## config.mk

```make
export PLATFORM = sky130hd
export DESIGN_NAME = bmlph_state_mem
export DESIGN_NICKNAME = d
export VERILOG_FILES = /design/src/bar_meter_level_peak_hold_macros.svh /design/src/bmlph_pkg.sv /design/src/bmlph_state_mem.sv
export SDC_FILE = /design/constraint.sdc
export NUM_CORES = 2
export LEC_CHECK = 0
export ABC_AREA = 0
export BUFFER_PORTS_ARGS = -buffer_cell sky130_fd_sc_hd__buf_2
export CORE_ASPECT_RATIO = 1.75
export CORE_UTILIZATION = 40
export DETAILED_ROUTE_END_ITERATION = 10
export PLACE_DENSITY = 0.61
export SLEW_MARGIN = 5
export SYNTH_ARGS = -nofsm -noshare
export SYNTH_HDL_FRONTEND = slang
export SYNTH_SLANG_ARGS = --single-unit
```

## constraint.sdc

```tcl
create_clock -name clk -period 5.5 [get_ports clk]
set_input_delay 0.825 -clock clk [delete_from_list [all_inputs] [get_ports clk]]
set_output_delay 0.825 -clock clk [all_outputs]
set_load 0.005 [all_outputs]
```

## src/bar_meter_level_peak_hold_macros.svh

```systemverilog
// Assertion macros used by the bar meter RTL.
`ifndef BAR_METER_LEVEL_PEAK_HOLD_MACROS_SVH
`define BAR_METER_LEVEL_PEAK_HOLD_MACROS_SVH

// Condition in the same cycle implies the consequence in the same cycle.
`define BMLPH_ASSERT_NOW(lbl, clk, rst_n, ante, cons, msg) \
  lbl: assert property (@(posedge clk) disable iff (!rst_n) (ante) |-> (cons)) \
    else $error(msg);

// Condition in one cycle implies the consequence in the next cycle.
`define BMLPH_ASSERT_NEXT(lbl, clk, rst_n, ante, cons, msg) \
  lbl: assert property (@(posedge clk) disable iff (!rst_n) (ante) |=> (cons)) \
    else $error(msg);

`endif

```

## src/bmlph_pkg.sv

```systemverilog
`timescale 1ns / 1ps

package bmlph_pkg;

  localparam int LEVEL_W  = 16;
  localparam int COL_W    = 6;
  localparam int TIMER_W  = 16;
  localparam int RATE_W   = 16;
  localparam int ROWS_W   = 6;
  localparam int PROW_W   = 5;
  localparam int ADDR_W   = 5;
  localparam int DATA_W   = 32;
  localparam int REG_IDX_W = 3;

  localparam int DEF_COLUMNS = 64;

  localparam logic [ROWS_W-1:0] MIN_ROWS = 6'd10;
  localparam logic [ROWS_W-1:0] MAX_ROWS = 6'd32;

  // Register indexes, byte address is 4 * index.
  localparam logic [REG_IDX_W-1:0] REG_ATTACK  = 3'd0;
  localparam logic [REG_IDX_W-1:0] REG_RELEASE = 3'd1;
  localparam logic [REG_IDX_W-1:0] REG_DECAY   = 3'd2;
  localparam logic [REG_IDX_W-1:0] REG_HOLD    = 3'd3;
  localparam logic [REG_IDX_W-1:0] REG_ROWS    = 3'd4;
  localparam logic [REG_IDX_W-1:0] REG_PEAK_EN = 3'd5;
  localparam logic [REG_IDX_W-1:0] REG_THRESH  = 3'd6;

  localparam logic [RATE_W-1:0]  RST_ATTACK  = 16'd23593;
  localparam logic [RATE_W-1:0]  RST_RELEASE = 16'd8847;
  localparam logic [RATE_W-1:0]  RST_DECAY   = 16'd62259;
  localparam logic [TIMER_W-1:0] RST_HOLD    = 16'd500;
  localparam logic [ROWS_W-1:0]  RST_ROWS    = 6'd24;
  localparam logic               RST_PEAK_EN = 1'b1;
  localparam logic [LEVEL_W-1:0] RST_THRESH  = 16'd3277;

  // Per-column state held in the column memory.
  typedef struct packed {
    logic [LEVEL_W-1:0] smooth;
    logic [LEVEL_W-1:0] peak;
    logic [TIMER_W-1:0] timer;
  } state_t;

  // One result word.
  typedef struct packed {
    logic [COL_W-1:0]   out_column;
    logic [LEVEL_W-1:0] smoothed_level;
    logic [ROWS_W-1:0]  lit_count;
    logic [PROW_W-1:0]  peak_row;
    logic               peak_visible;
  } res_t;

endpackage

```

## src/bmlph_state_mem.sv

```systemverilog
`timescale 1ns / 1ps

module bmlph_state_mem import bmlph_pkg::*; #(
  parameter int COLUMNS = DEF_COLUMNS,
  localparam int CW = (COLUMNS > 1) ? $clog2(COLUMNS) : 1
) (
  input  logic          clk,
  input  logic          rst_n,
  input  logic          wr_en,
  input  logic [CW-1:0] wr_addr,
  input  state_t        wr_data,
  input  logic          rd_en,
  input  logic [CW-1:0] rd_addr,
  output state_t        rd_data
);

  state_t               mem_r [COLUMNS];
  logic [COLUMNS-1:0]   vld_r;
  state_t               rd_q_r;
  logic                 rd_vld_r;
  logic                 wr_hit;

  // A read at the same edge as a write to the same entry returns the new data.
  assign wr_hit = wr_en && (wr_addr == rd_addr);

  always_ff @(posedge clk) begin
    if (wr_en) begin
      mem_r[wr_addr] <= wr_data;
    end
    if (rd_en) begin
      rd_q_r <= wr_hit ? wr_data : mem_r[rd_addr];
    end
  end

  // Entries never written since reset read as zero.
  always_ff @(posedge clk) begin
    if (!rst_n) begin
      vld_r    <= '0;
      rd_vld_r <= 1'b0;
    end else begin
      if (wr_en) begin
        vld_r[wr_addr] <= 1'b1;
      end
      if (rd_en) begin
        rd_vld_r <= wr_hit || vld_r[rd_addr];
      end
    end
  end

  assign rd_data = rd_vld_r ? rd_q_r : '0;

endmodule
```

==> impl_metrics.tcl <==
set metrics [dict create \
    min_path_cells 1 \
    first_pass_iters 5 \
    yosysTopAreaCellShare_pct 77.24 \
    cp_max_fo 49 \
    final_cell_mix "edfxtp_1 (3120), mux4_2 (776), nand2_1 (337)" \
    io_buffers 111 \
    area_delta_synth_final_pct 12.80 \
    p_comb_share_pct 4.7 \
    synth.ff_latch_count 3185 \
    drive_above_1_share_pct 26.49 \
    dp_hpwl_mm 191.7 \
    cts_tree "built" \
    ys_types 50 \
    synth_edf_count 3120 \
    overflow 0 \
    postSynth.asyncResetShare_pct 0 \
    internal-power_w 0.03842 \
    initial_core_util_pct 40.16 \
    postCtsSetupBuffers 0 \
    final_max_slew_viol_count 0 \
    final_common_cell "edfxtp_1" \
    switchingPower_w 0.01039 \
    grt_pass1_wl_mm 485.4 \
    hold_violations 0 \
    grt_usage_pct 22.75 \
    ant_nets 0 \
    rr_endpoint "rd_q_r[5]" \
    fillers 25100 \
    die-area_um2 305500 \
    wl_mm 349.3 \
    seq_area_frac_synth_pct 78.32 \
    tightest_slew_ns 1.371 \
    via_per_inst 6.041 \
    critical_path_class "reg2out" \
    path_clk_slew_ns 0.07 \
    yosys-top-cells-area "edfxtp_1 (77%), mux4_2 (14%), dfxtp_1 (1.1%), nand2_1 (1.0%), a32oi_1 (1.0%)" \
    syn_area_um2 121300 \
    fp.dieW_um 418.3 \
    clockPowerShare_pct 40.1 \
    htree_levels 5 \
    vias 60050 \
    p_leak_nw 42.27 \
    power_density_nw_per_um2 356.8 \
    yosys_warnings 0 \
    synth_flop_cell "edfxtp_1" \
    status "finished clean" \
    period_share_pct 59.22 \
    core_um2 302000 \
    final_core_util_pct 45.30 \
    grt_antenna_before_repair 25 \
    cts_sinks 3185 \
    peakVddDrop_uv 233.4 \
    cts_root_buffer "clkbuf_16" \
    setup_viol 0 \
    seq_power_share_pct 55.2 \
    hold_class "in2reg" \
    holdPathEnd "mem_r[8][8]" \
    nets 5742 \
    worstHoldStart "wr_data[8]" \
    finalClockSkew_ns 0.05765 \
    syn_avg_cell_area_um2 22.47 \
    route.met2.wl_mm 185.0 \
    worstSetupStartpointType "flop" \
    end_kind "output port" \
    clock_latency_ns 0.88 \
    required_ns 4.68 \
    met3_length_mm 24.77 \
    num_io_pins 112 \
    timing.rr.start "mem_r[4][5]" \
    worstPathArrival_ns 2.43 \
    rows 267 \
    relSlewSlack_pct 8.394 \
    synth_largest_area_cell "edfxtp_1" \
    dieHeight_um 730.5 \
    cts_buffers 272 \
    fmax_mhz 307.0 \
    power_switching_share_pct 21.29 \
    grt_pass1_vias 61270 \
    routedWlPerCell_um 35.14 \
    netlist_instances 5399 \
    rrSetupSlack_ns 3.13 \
    routed.top_layer "met5" \
    cts_buffer_depth 4 \
    place_congestion 0.8054 \
    r2r_cells 5 \
    synth_fp_nets 5463 \
    drv_cap 0 \
    wl_met1_mm 124.6 \
    drc 0 \
    grt_max_degree 99 \
    first_iter_violations 6428 \
    rsz0062_at_grt "false" \
    fin_tns_setup_ns 0 \
    fin_crit_ns 3.257 \
    ctsResizeCount 0 \
    holdBufCountCts 0 \
]
power groups by stage:
stage / Sequential (W) / Combinational (W) / Clock (W)
after floorplan: 0.0274 / 0.00131 / 0
after global placement: 0.0275 / 0.00228 / 0
after detailed placement: 0.0275 / 0.00232 / 0
after CTS: 0.0269 / 0.00232 / 0.0198
after global routing: 0.0269 / 0.00242 / 0.0206
final: 0.0269 / 0.00230 / 0.0196
metrics by stage:
stage	total power [W]	instances	cell area, um^2	worst slack, ns	hold slack (ns)
after floorplan	0.02871	5399	121300	0.1805	0.4330
after global placement	0.02974	9439	128000	1.710	0.4417
after detailed placement	0.02979	9439	128000	1.724	0.4517
after CTS	0.04906	9924	136800	2.193	0.2236
after global routing	0.04992	9929	136800	2.260	0.2604
final	0.04881	9940	136800	2.243	0.2751
cells in the mapped netlist, types with 3 or more instances:
| library cell | count |
|---|---|
| mux4_2 | 776 |
| buf_4 | 46 |
| dfxtp_1 | 65 |
| nand2_1 | 337 |
| o22a_1 | 47 |
| nand3b_1 | 3 |
| buf_6 | 25 |
| buf_1 | 34 |
| mux2i_1 | 101 |
| dlygate4sd1_1 | 4 |
| edfxtp_1 | 3120 |
| a32oi_1 | 141 |
| mux4_1 | 8 |
| nor2b_1 | 11 |
| nand4_1 | 50 |
| clkbuf_4 | 6 |
| xnor2_1 | 3 |
| a31oi_1 | 3 |
| buf_8 | 7 |
| nand3_1 | 58 |
| xor2_1 | 3 |
| buf_12 | 7 |
| nand2b_1 | 4 |
| o21a_1 | 64 |
| clkbuf_1 | 138 |
| and2_1 | 51 |
| nor2_1 | 111 |
| o22ai_1 | 94 |
| nor3_1 | 5 |
| buf_2 | 47 |
worst max path at each step:
stage	from	end	cells after the start
after global routing	rd_vld_r	rd_data[12]	2
after CTS	rd_vld_r	rd_data[12]	2
after detailed placement	rd_addr[2]	rd_q_r[36]	7
after global placement	rd_addr[2]	rd_q_r[46]	6
after floorplan	wr_addr[0]	mem_r[40][0]	4
final	rd_vld_r	rd_data[35]	2
worst max-delay path, cell delays in order, from the launching register on:
cell     delay, ns
dfxtp_4       1.02
and2_1        0.34
buf_2         0.19
cell type report:
class                   instances  area [um^2]  share of cell area [%]
diodes                         16        40.04                 0.02927
clock buffers                 326         7222                   5.279
clock inverters               159         1556                   1.138
inverters                       3        18.77                 0.01372
multi-input cells            1895        24950                   18.24
flip-flops and latches       3185        94990                   69.43
well taps                    4035         5049                   3.690
repair buffers                321         2982                   2.179
cells by family after synthesis:
family,synth area share [%]
AO/OA/AOI/OAI,2.350
XOR/XNOR,0.04333
buffers and inverters,1.541
flip-flops,78.32
multiplexers,15.43
AND/OR/NAND/NOR,2.316
registers in the layout, summed over array words and instances, names as in the netlist:
register	flops
vld_r	64
rd_q_r	48
rd_vld_r	1
mem_r	3072
layer usage:
metal  up-vias  track usage [%]
li1      23360                -
met2      2807            40.77
met4        20            8.964
met3       660            3.638
met5         -                0
met1     33200            27.24
Power figures use the tool's default switching activity.
